File: config.mk
export PLATFORM = sky130hd
export DESIGN_NAME = sse_ctrl
export DESIGN_NICKNAME = d
export VERILOG_FILES = /design/src/rtl/core/sse_pkg.sv /design/src/rtl/core/sse_ctrl.sv
export SDC_FILE = /design/constraint.sdc
export NUM_CORES = 1
export LEC_CHECK = 0
export ABC_AREA = 1
export ABC_CLOCK_PERIOD_IN_PS = 2200
export BUFFER_PORTS_ARGS = -buffer_cell sky130_fd_sc_hd__buf_2
export CAP_MARGIN = 20
export CORE_AREA = 2 2 39 41
export CTS_CLUSTER_SIZE = 12
export DETAILED_ROUTE_END_ITERATION = 16
export DIE_AREA = 0 0 41 43
export GPL_TIMING_DRIVEN = 0
export PLACE_DENSITY_LB_ADDON = 0.3
export SETUP_SLACK_MARGIN = 0.4
export SKIP_CTS_REPAIR_TIMING = 1
export SLEW_MARGIN = 20
export SYNTH_ARGS = -nofsm -noshare
export SYNTH_HDL_FRONTEND = slang
export SYNTH_SLANG_ARGS = --single-unit
File: constraint.sdc
create_clock -name clk -period 2.2 [get_ports clk]
set_input_delay 0.11 -clock clk [delete_from_list [all_inputs] [get_ports clk]]
set_output_delay 0.11 -clock clk [all_outputs]
set_load 0.02 [all_outputs]
File: src/rtl/core/sse_pkg.sv
// shared types and constants for the sorted set engine
// request/response payload structs, status codes, controller-datapath command types
package sse_pkg;

  localparam int DEFAULT_CAPACITY = 256;

  localparam logic [1:0] KIND_INSERT = 2'd0;
  localparam logic [1:0] KIND_REMOVE = 2'd1;
  localparam logic [1:0] KIND_FIND   = 2'd2;
  localparam logic [1:0] KIND_READ   = 2'd3;

  localparam logic [2:0] ST_INSERTED   = 3'd0;
  localparam logic [2:0] ST_DUPLICATE  = 3'd1;
  localparam logic [2:0] ST_FULL       = 3'd2;
  localparam logic [2:0] ST_REMOVED    = 3'd3;
  localparam logic [2:0] ST_NOT_FOUND  = 3'd4;
  localparam logic [2:0] ST_FOUND      = 3'd5;
  localparam logic [2:0] ST_ABSENT     = 3'd6;
  localparam logic [2:0] ST_READ_RANGE = 3'd7;

  typedef struct packed {
    logic [1:0]         kind;
    logic signed [31:0] key;
    logic [7:0]         slot;
  } sse_req_t;

  typedef struct packed {
    logic [2:0]         status;
    logic [7:0]         position;
    logic [8:0]         entry_count;
    logic signed [31:0] read_value;
  } sse_rsp_t;

  typedef enum logic [3:0] {
    DP_NOP,
    DP_LOAD,
    DP_SRCH_RD,
    DP_SRCH_UPD,
    DP_PROBE_RD,
    DP_INIT_INS,
    DP_INIT_REM,
    DP_INS_RD,
    DP_INS_WR,
    DP_REM_RD,
    DP_REM_WR,
    DP_FINISH
  } dp_op_t;

  typedef enum logic [1:0] {
    POS_NONE,
    POS_IDX,
    POS_SLOT
  } pos_src_t;

  typedef struct packed {
    dp_op_t     op;
    logic [2:0] status;
    pos_src_t   pos_src;
    logic       rv_en;
    logic       wr_key;
    logic       cnt_inc;
    logic       cnt_dec;
  } sse_cmd_t;

  typedef struct packed {
    logic srch_open;
    logic less;
    logic hit;
    logic full;
    logic ins_more;
    logic rem_more;
    logic slot_ok;
  } sse_sts_t;

endpackage

File: src/rtl/core/sse_ctrl.sv
// controller: sequences search, probe, shift and finish steps of each request
// depends on sse_pkg
module sse_ctrl (
  input  logic              clk,
  input  logic              rst_n,
  input  logic              start,
  input  logic [1:0]        kind,
  input  sse_pkg::sse_sts_t sts,
  output logic              busy,
  output sse_pkg::sse_cmd_t cmd
);
  import sse_pkg::*;

  typedef enum logic [3:0] {
    S_IDLE,
    S_RD_WAIT,
    S_SRCH,
    S_SRCH_CMP,
    S_PROBE,
    S_INS,
    S_INS_WR,
    S_REM,
    S_REM_WR
  } state_t;

  state_t     state_r, state_nxt;
  logic [1:0] kind_r;

  assign busy = state_r != S_IDLE;

  always_comb begin
    state_nxt   = state_r;
    cmd.op      = DP_NOP;
    cmd.status  = ST_INSERTED;
    cmd.pos_src = POS_NONE;
    cmd.rv_en   = 1'b0;
    cmd.wr_key  = 1'b0;
    cmd.cnt_inc = 1'b0;
    cmd.cnt_dec = 1'b0;
    unique case (state_r)
      S_IDLE: begin
        if (start) begin
          cmd.op    = DP_LOAD;
          state_nxt = (kind == KIND_READ) ? S_RD_WAIT : S_SRCH;
        end
      end
      S_RD_WAIT: begin
        cmd.op    = DP_FINISH;
        state_nxt = S_IDLE;
        if (sts.slot_ok) begin
          cmd.status  = ST_FOUND;
          cmd.pos_src = POS_SLOT;
          cmd.rv_en   = 1'b1;
        end else begin
          cmd.status = ST_READ_RANGE;
        end
      end
      S_SRCH: begin
        if (sts.srch_open) begin
          cmd.op    = DP_SRCH_RD;
          state_nxt = S_SRCH_CMP;
        end else begin
          cmd.op    = DP_PROBE_RD;
          state_nxt = S_PROBE;
        end
      end
      S_SRCH_CMP: begin
        cmd.op    = DP_SRCH_UPD;
        state_nxt = S_SRCH;
      end
      S_PROBE: begin
        priority if (kind_r == KIND_INSERT) begin
          if (sts.hit) begin
            cmd.op      = DP_FINISH;
            cmd.status  = ST_DUPLICATE;
            cmd.pos_src = POS_IDX;
            state_nxt   = S_IDLE;
          end else if (sts.full) begin
            cmd.op     = DP_FINISH;
            cmd.status = ST_FULL;
            state_nxt  = S_IDLE;
          end else begin
            cmd.op    = DP_INIT_INS;
            state_nxt = S_INS;
          end
        end else if (kind_r == KIND_REMOVE) begin
          if (sts.hit) begin
            cmd.op    = DP_INIT_REM;
            state_nxt = S_REM;
          end else begin
            cmd.op     = DP_FINISH;
            cmd.status = ST_NOT_FOUND;
            state_nxt  = S_IDLE;
          end
        end else begin
          cmd.op    = DP_FINISH;
          state_nxt = S_IDLE;
          if (sts.hit) begin
            cmd.status  = ST_FOUND;
            cmd.pos_src = POS_IDX;
          end else begin
            cmd.status = ST_ABSENT;
          end
        end
      end
      S_INS: begin
        if (sts.ins_more) begin
          cmd.op    = DP_INS_RD;
          state_nxt = S_INS_WR;
        end else begin
          cmd.op      = DP_FINISH;
          cmd.status  = ST_INSERTED;
          cmd.pos_src = POS_IDX;
          cmd.wr_key  = 1'b1;
          cmd.cnt_inc = 1'b1;
          state_nxt   = S_IDLE;
        end
      end
      S_INS_WR: begin
        cmd.op    = DP_INS_WR;
        state_nxt = S_INS;
      end
      S_REM: begin
        if (sts.rem_more) begin
          cmd.op    = DP_REM_RD;
          state_nxt = S_REM_WR;
        end else begin
          cmd.op      = DP_FINISH;
          cmd.status  = ST_REMOVED;
          cmd.pos_src = POS_IDX;
          cmd.cnt_dec = 1'b1;
          state_nxt   = S_IDLE;
        end
      end
      S_REM_WR: begin
        cmd.op    = DP_REM_WR;
        state_nxt = S_REM;
      end
      default: state_nxt = S_IDLE;
    endcase
  end

  always_ff @(posedge clk) begin
    if (!rst_n) begin
      state_r <= S_IDLE;
      kind_r  <= KIND_INSERT;
    end else begin
      state_r <= state_nxt;
      if (state_r == S_IDLE && start) begin
        kind_r <= kind;
      end
    end
  end

endmodule

======== Yosys cells after proc, flatten, opt, wreduce, memory -nomap -nowiden ========
Cells that the tools add are included.
word-level totals
  memories ................................ 0
  memory bits (read-only) ................. 0
  word-level logic and storage cells ...... 53
  register bits ........................... 6
  input port bits ......................... 12
  memory bits (writable) .................. 0
  latch bits .............................. 0
  output and inout port bits .............. 14
operators by class
  muxes and demuxes ....................... 36
  divide/modulo/power cells ............... 0
  equal/unequal tests ..................... 11
  bitwise operators ....................... 0
  multipliers ............................. 0
  add/subtract/negate cells ............... 0
  $lt $le $gt $ge ......................... 0
  shift operators ......................... 0
  reductions and logical operators ........ 4
operator list
  cell                                                              count
  4-bit one-hot mux with 9 select lines                             1
  4-bit 2-to-1 mux                                                  8
  4-bit one-hot mux with 8 select lines                             1
  3-bit 2-to-1 mux                                                  8
  5-bit one-hot mux with 4 select lines                             1
  4-bit by 3-bit == test with 1-bit output (second input constant)  4
  2-bit 2-to-1 mux                                                  7
  7-bit 2-to-1 mux                                                  2
  9-bit 2-to-1 mux                                                  1
  4-bit by 2-bit == test with 1-bit output (second input constant)  2
  1-bit 2-to-1 mux                                                  7
  4-bit by 1-bit == test with 1-bit output (second input constant)  1
  4-bit == test (second input constant)                             1
  4-bit logical NOT                                                 1
  4-bit nonzero test                                                1
  2-bit by 1-bit == test with 1-bit output (second input constant)  1
  2-bit == test (second input constant)                             1
  2-bit logical NOT                                                 1
  2-bit inequality test (second input constant)                     1
  1-bit logical AND                                                 1

======== Longest topological paths before layout ========
Gate-level depths: netlist of the first run.
  depth in word-level cells ............... 4
  mapped depth ............................ 8
  depth with buffers taken out ............ 7

======== Least setup slack after synthesis of the first run ========
Ideal clock, no wire load.
  path type ............................... reg-to-output
  start ................................... reg state_r[2]
  end ..................................... out cmd[2] (netlist name)
  path slack .............................. 891 ps
  path buffers ............................ 1
  data required time ...................... 2090 ps
  stages on the path, launching flop included .. 7
  arrival ................................. 1199 ps
  path through ............................ dfxtp_1 -> nand2_2 -> nor2_2 -> inv_1 -> or2_4 -> inv_1 -> buf_4
RTL lines
  what                    RTL line         RTL
  start, declared         sse_ctrl.sv:26   state_t state_r, state_nxt;
  start signal, assigned  sse_ctrl.sv:148  state_r <= state_nxt;
  end, declared           sse_ctrl.sv:10   output sse_pkg::sse_cmd_t cmd

==> impl_results.rst, run 1 <==
.. list-table::
   :header-rows: 1

   * - Metric
     - Value
   * - Cell count after placement
     - around 140
   * - Fraction of layout cells with a size suffix above 1
     - 36.4%
   * - Cell types occupying the most area after synthesis
     - dfxtp_1 19%, nand3_1 14%, nand2_1 11%
   * - Maximum fanout count along the critical path
     - 6
   * - Top achievable clock speed
     - 630 MHz
   * - Vias/cell
     - 5.06
   * - Fin Setup TNS
     - 0 ns
   * - Flip-flop and latch count after synthesis
     - 6
   * - TritonCTS clock tree
     - yes
   * - Highest-delay cell along the critical path
     - dfxtp_1
   * - Layout fillers
     - 148
   * - Residual DRC
     - 0
   * - Die extent in x
     - 41 um
   * - Number of buffers and inverters on the critical path
     - 5
   * - Global-route wire length before repair
     - between 2000 and 3000 um
   * - Delay contributed by the slowest stage of the critical path
     - 0.38 ns
   * - Register area share after synthesis
     - a little under a fifth
   * - Worst reg2reg path startpoint
     - state_r[1]
   * - DRT Pass-1 Iters
     - 4
   * - Die span in y
     - between 40 and 50 um
   * - Count of endpoints failing setup in the final report
     - 0
   * - Synth Area per Inst
     - 6.13 um2
   * - Register clock-pin slew on the reported worst setup and hold paths
     - 0.05 ns
   * - Signal arrival time at the worst endpoint
     - 1.48 ns
   * - Number of global-route vias before repair
     - 657
   * - Total number of vias
     - 733
   * - Core occupancy in the finished layout
     - between 50% and 60%
   * - LEAKAGE
     - 0.000460 uW
   * - Post-layout worst setup margin
     - 0.614 ns
   * - Post-placement worst setup slack
     - 0.865 ns
   * - Setup slack on the worst flop-to-flop path
     - 1.04 ns
   * - Tot GR Track Use
     - between 20 and 25%
   * - Clock root buffer master
     - clkbuf_4
   * - Setup repair after global routing missed its margin
     - no
   * - Count of mapped cells out of synthesis
     - 102
   * - Family with the most delay on the worst path
     - buffers and inverters
   * - Start point of the critical path
     - state_r[1]
   * - Most repeated library cell on the critical path
     - inv_1
   * - Number of hold violations in the final report
     - 0
   * - Number of nets with antenna violations after routing
     - 0
   * - Nature of the critical path endpoint
     - primary output
   * - Actual slew at the worst max-slew pin
     - approximately 0.37 ns
   * - Initial antenna violation count
     - 0
   * - Area of the die
     - 0.00176 mm2
   * - Req. time, crit path
     - 2.09 ns
   * - Final weighted congestion of routability-driven global placement
     - 0.912
   * - Total wire length
     - roughly 1600 um
   * - IR Drop Worst-Case VDD
     - 0.325 mV
   * - Yosys cell types
     - 26
   * - Final Slew Violations
     - 0
   * - Number of DRC markers after the initial detailed-route iteration
     - 11
   * - Hold Path Class
     - in2reg
   * - Total number of nets in the final design
     - 143
   * - Period utilisation layout
     - 72.1%
   * - Core footprint
     - 0.00138 mm2
   * - Clk Latency, worst-skew pair
     - ~0.25 ns
   * - Netlist area before placement
     - 626 um2
   * - Overall Power
     - 485 uW
   * - Ports placed on the boundary
     - 26
   * - Tmin final
     - ~1.6 ns
   * - Number of non-filler instances in the completed layout
     - 145
   * - Pin count of the biggest net entering global routing
     - 9
   * - Leading area contributor after synthesis
     - dfxtp_1
   * - Startpoint of the lowest-slack hold path
     - rst_n
   * - Clock buffer count from CTS
     - 3
   * - Std-Cell Rows
     - 14
   * - Kind of start point of the critical path
     - register
   * - IO buf count
     - 24
   * - Yosys warning count
     - 0
   * - HPWL after detailed placement
     - 1330 um
   * - Buffer depth of the longest clock path
     - 2
   * - Number of nets in the synthesized netlist
     - around 110
   * - Share of Yosys cell area claimed by the top area cell type
     - 19.2%
   * - Global route total overflow
     - 0
   * - Detail-routed net length per standard cell
     - 10.8 um
   * - Initial core utilization
     - 45.2%
   * - Headroom to the max-slew limit
     - 75.2%
   * - Critical path type
     - reg2out
   * - Post-Route Skew
     - 0.00895 ns
   * - Antenna diode count
     - 0
   * - Power density over the cells
     - 615 mW/mm2
   * - Htree depth
     - 1
   * - Ordered cell list for the critical path
     - inv_4 -> nand2_4 -> nor2_2 -> inv_1 -> or2_4 -> inv_1 -> buf_4 -> buf_2
   * - Total of max-cap violations
     - 0
   * - Area occupied by multi-input gates
     - roughly 420 um2
   * - Area growth syn-to-layout
     - 26.0%
   * - Outcome
     - finished, final reports clean
   * - Area taken by flip-flops and latches
     - 120 um2
   * - Clock sink count
     - 6
-- Yosys cell counts --
| master | count |
|---|---|
| a21oi_1 | 5 |
| nand3b_1 | 2 |
| inv_4 | 1 |
| o211ai_1 | 1 |
| o221ai_1 | 1 |
| o21ai_0 | 3 |
| nor2_4 | 3 |
| nand2_4 | 2 |
| nor2_1 | 9 |
| nand2_2 | 3 |
| dfxtp_1 | 6 |
| buf_4 | 1 |
| or2_4 | 1 |
| nand2_1 | 18 |
| inv_1 | 14 |
| o2111ai_1 | 1 |
| nor3_1 | 1 |
| inv_2 | 3 |
| a21oi_2 | 1 |
| nand4_1 | 1 |
| nor2_2 | 3 |
| buf_6 | 1 |
| nand3_2 | 1 |
| nor3b_1 | 1 |
| o21ai_1 | 1 |
| nand3_1 | 18 |
-- report_power, final --
part | total [uW] | internal (uW) | switching [uW]
clock | 102 | 61.7 | 40.0
sequential | 137 | 121 | 16.3
combinational | 246 | 86.3 | 160
total | 485 | 269 | 216
-- through the flow --
step,hold slack (ns),instance area [um2]
2_1_floorplan,0.252,626
3_3_place_gp,0.367,766
3_5_place_dp,0.391,766
4_1_cts,0.128,788
5_1_grt,0.166,788
6_report,0.131,788
-- final timing paths --
path | to | cells past startpoint
min | kind_r[1] | 3
max | cmd[2] | 8
min reg2reg | kind_r[0] | 2
max reg2reg | state_r[2] | 7
-- final cells by class --
cell class / instances / share of cell area (%)
Sequential cell: 6 / 15.2
Buffer: 2 / 2.38
Timing Repair Buffer: 24 / 15.2
Inverter: 18 / 8.89
Clock buffer: 3 / 2.86
Tap cell: 16 / 2.54
Multi-Input combinational cell: 76 / 52.9
-- cell families (layout without fill, tap and decap cells) --
kind of cell | Yosys count | in the layout | share of synthesized area (%)
AND/OR/NAND/NOR | 63 | 63 | 54.0
buffers and inverters | 20 | 47 | 14.2
AO/OA/AOI/OAI | 13 | 13 | 12.6
flip-flops | 6 | 6 | 19.2
-- worst min-delay path: stages --
cell and delay (ns):
buf_2 0.11, o21ai_1 0.07, a21oi_1 0.04
-- flip-flops by register name (all words and copies together) (netlist names) --
signal / cells
kind_r: 2
state_r: 4
-- per-layer routing --
metal  vias up  part of all wire (%)  global-route usage [%]
li1        385                     -                       -
met1       325                    46                    29.9
met2        21                    49                    32.8
met3         2                   4.0                    4.19
met4         0                  0.96                    14.7
met5         -                     0                       0
-- cells in the final DEF (no fill, tap or decap), types with 5 or more instances in the layout --
cell,synthesis,routed
inv_1,14,14
nand2_1,18,18
a21oi_1,5,5
nand3_1,18,18
buf_2,0,24
dfxtp_1,6,6
nor2_1,9,9
Note: power is estimated with default switching activity, not from simulation.
==> run 2: changes to the inputs <==
ABC_CLOCK_PERIOD_IN_PS = 1650   (was 2200)
CORE_AREA = default   (was 2 2 39 41)
CORE_MARGIN = 2   (was default)
CORE_UTILIZATION = 46   (was default)
DIE_AREA = default   (was 0 0 41 43)
clock period = 1.65 ns   (was 2.2 ns; I/O delays follow)
==> run 2 against run 1 <==
  * Critical path depth unchanged
  * Global-route usage decreased by 1.8 points
  * Count of clock-buffer cells in the layout unchanged
  * Flip-flop and latch count unchanged
  * Routed wire length increased by 21%
  * Combinational power increased by 60%
  * Worst setup slack got worse by 0.43 ns
  * Utilization increased by 17 points
  * Hold slack got worse by 0.030 ns
  * Total power increased by 47%
  * Via count increased by 8.9%
  * Critical path type unchanged
  * Highest routed layer unchanged
==> impl_results.rst, run 2 (synthesis gave the netlist of run 1 again) <==
.. list-table::
   :header-rows: 1

   * - Metric
     - Value
   * - Top register by number of flip-flops
     - state_r
   * - Outcome
     - finished, final reports clean
   * - Number of hold violations in the final report
     - 0
   * - Post-Route Skew
     - around 0.0075 ns
   * - Kind of start point of the critical path
     - register
   * - Depth of the critical timing path with buffers and inverters included
     - 8
   * - Post-layout worst setup margin
     - 0.186 ns
   * - Total number of vias
     - 798
   * - Ports placed on the boundary
     - 26
   * - Register clock-pin slew on the reported worst setup and hold paths
     - around 0.050 ns
   * - Capture point of the critical path
     - cmd[12]
   * - Hold Path Class
     - in2reg
   * - Fin Setup TNS
     - 0 ns
   * - Number of flip-flops in the largest register
     - 4
   * - Number of non-filler instances in the completed layout
     - 149
   * - Total of max-cap violations
     - 0
   * - Area of the die
     - 0.00167 mm2
   * - Start point of the critical path
     - state_r[3]
   * - Worst reg2reg path startpoint
     - state_r[0]
   * - Htree depth
     - 1
   * - Core occupancy in the finished layout
     - 74.2%
   * - Most frequent cells in the layout
     - 18 x nand2_1, 13 x inv_1, 13 x nand3_1, 13 x buf_2, 11 x buf_4
   * - Final weighted congestion of routability-driven global placement
     - 0.910
   * - Maximum fanout count along the critical path
     - 5
   * - Req. time, crit path
     - 1.57 ns
   * - Number of DRC markers after the initial detailed-route iteration
     - 18
   * - Clock root buffer master
     - clkbuf_4
   * - Number of nets with antenna violations after routing
     - 0
   * - Family with the most delay on the worst path
     - simple AND/OR/NAND/NOR gates
   * - TritonCTS clock tree
     - yes
   * - Die extent in x
     - 40.9 um
   * - Count of endpoints failing setup in the final report
     - 0
   * - Initial antenna violation count
     - 0
   * - Initial core utilization
     - 48.7%
   * - Post-placement worst setup slack
     - about 0.34 ns
   * - Number of buffers and inverters on the critical path
     - 3
   * - Area growth syn-to-layout
     - 52.4%
   * - Buffer depth of the longest clock path
     - 2
   * - Pin count of the biggest net entering global routing
     - 9
   * - Nature of the critical path endpoint
     - primary output
   * - Actual slew at the worst max-slew pin
     - 0.328 ns
   * - Fraction of layout cells with a size suffix above 1
     - 48.5%
   * - Clock sink count
     - 6
   * - Most repeated library cell on the critical path
     - nand3_1
   * - Vias/cell
     - 5.36
   * - LEAKAGE
     - 0.000509 uW
   * - Setup repair after global routing missed its margin
     - yes
   * - Setup slack on the worst flop-to-flop path
     - 0.42 ns
   * - Cell count after placement
     - around 140
   * - Clk Latency, worst-skew pair
     - 0.24 ns
   * - Top achievable clock speed
     - 683 MHz
   * - Die span in y
     - 40.9 um
   * - Detail-routed net length per standard cell
     - 12.6 um
   * - Critical path type
     - reg2out
   * - Std-Cell Rows
     - 13
   * - Tmin final
     - 1.46 ns
   * - Core footprint
     - approximately 0.0013 mm2
   * - IR Drop Worst-Case VDD
     - 0.512 mV
   * - Tot GR Track Use
     - 21.1%
   * - Residual DRC
     - 0
   * - Destination of the worst register-to-register timing path
     - state_r[0]
   * - Antenna diode count
     - 0
   * - Overall Power
     - 711 uW
   * - Total wire length
     - 1880 um
   * - Reg2reg path depth
     - 7
   * - Power density over the cells
     - between 700 and 800 mW/mm2
   * - Top Registers
     - state_r (4), kind_r (2)
   * - DRT Pass-1 Iters
     - 4
   * - Final Slew Violations
     - 0
   * - Clock buffer count from CTS
     - 3
   * - Global route total overflow
     - 0
   * - Most common cell after layout, fill and taps aside
     - nand2_1
   * - Signal arrival time at the worst endpoint
     - ~1.4 ns
   * - Global-route wire length before repair
     - 2300 um
   * - Headroom to the max-slew limit
     - 78.2%
   * - Highest-delay cell along the critical path
     - dfxtp_4
   * - Number of cells on the worst hold path
     - 3
   * - HPWL after detailed placement
     - between 1000 and 1500 um
   * - Ordered cell list for the critical path
     - inv_4 -> nand2_4 -> inv_1 -> nand3_1 -> nand2_1 -> nor2_1 -> nand3_1 -> buf_4
   * - Number of global-route vias before repair
     - 619
   * - IO buf count
     - 24
   * - Delay contributed by the slowest stage of the critical path
     - 0.39 ns
   * - Period utilisation layout
     - 88.7%
   * - Total number of nets in the final design
     - 148
## run 2: worst register-to-register path: stages (launching register included)
cell     delay, ns
dfxtp_2       0.31
buf_6         0.13
inv_4         0.07
nand2_4       0.07
nor2_4        0.18
nand3_2       0.11
buf_4         0.16
a21oi_1       0.13
## run 2: final cells by class
class	instances	area (um2)
timing repair buffer	29	208
multi-input combinational	76	478
inverter	18	75.1
clock buffer	3	22.5
tap	15	18.8
sequential	6	133
fill	104	332
buffer	2	18.8
## run 2: routing by layer
metal	part of all wire (%)	global-route usage, %
met3	5.7	2.17
met4	1.5	15.0
met5	0	0
met2	53	36.3
met1	40	23.8
## run 2: where the power goes
part | switching, uW | internal (uW)
sequential | 22.6 | 162
clock | 50.2 | 82.1
combinational | 240 | 154
total | 312 | 398
## run 2: stage by stage
step,instance area [um2],hold slack [ns]
after floorplan,626,0.224
after global placement,764,0.341
after detailed placement,764,0.351
after CTS,787,0.0857
after global routing,953,0.112
final,953,0.101
## run 2: worst min path at each step
| stage | startpoint | end |
|---|---|---|
| after floorplan | sts[1] | state_r[3] |
| after global placement | rst_n | kind_r[1] |
| after detailed placement | rst_n | kind_r[1] |
| after CTS | rst_n | kind_r[1] |
| after global routing | rst_n | kind_r[1] |
| final | rst_n | kind_r[1] |
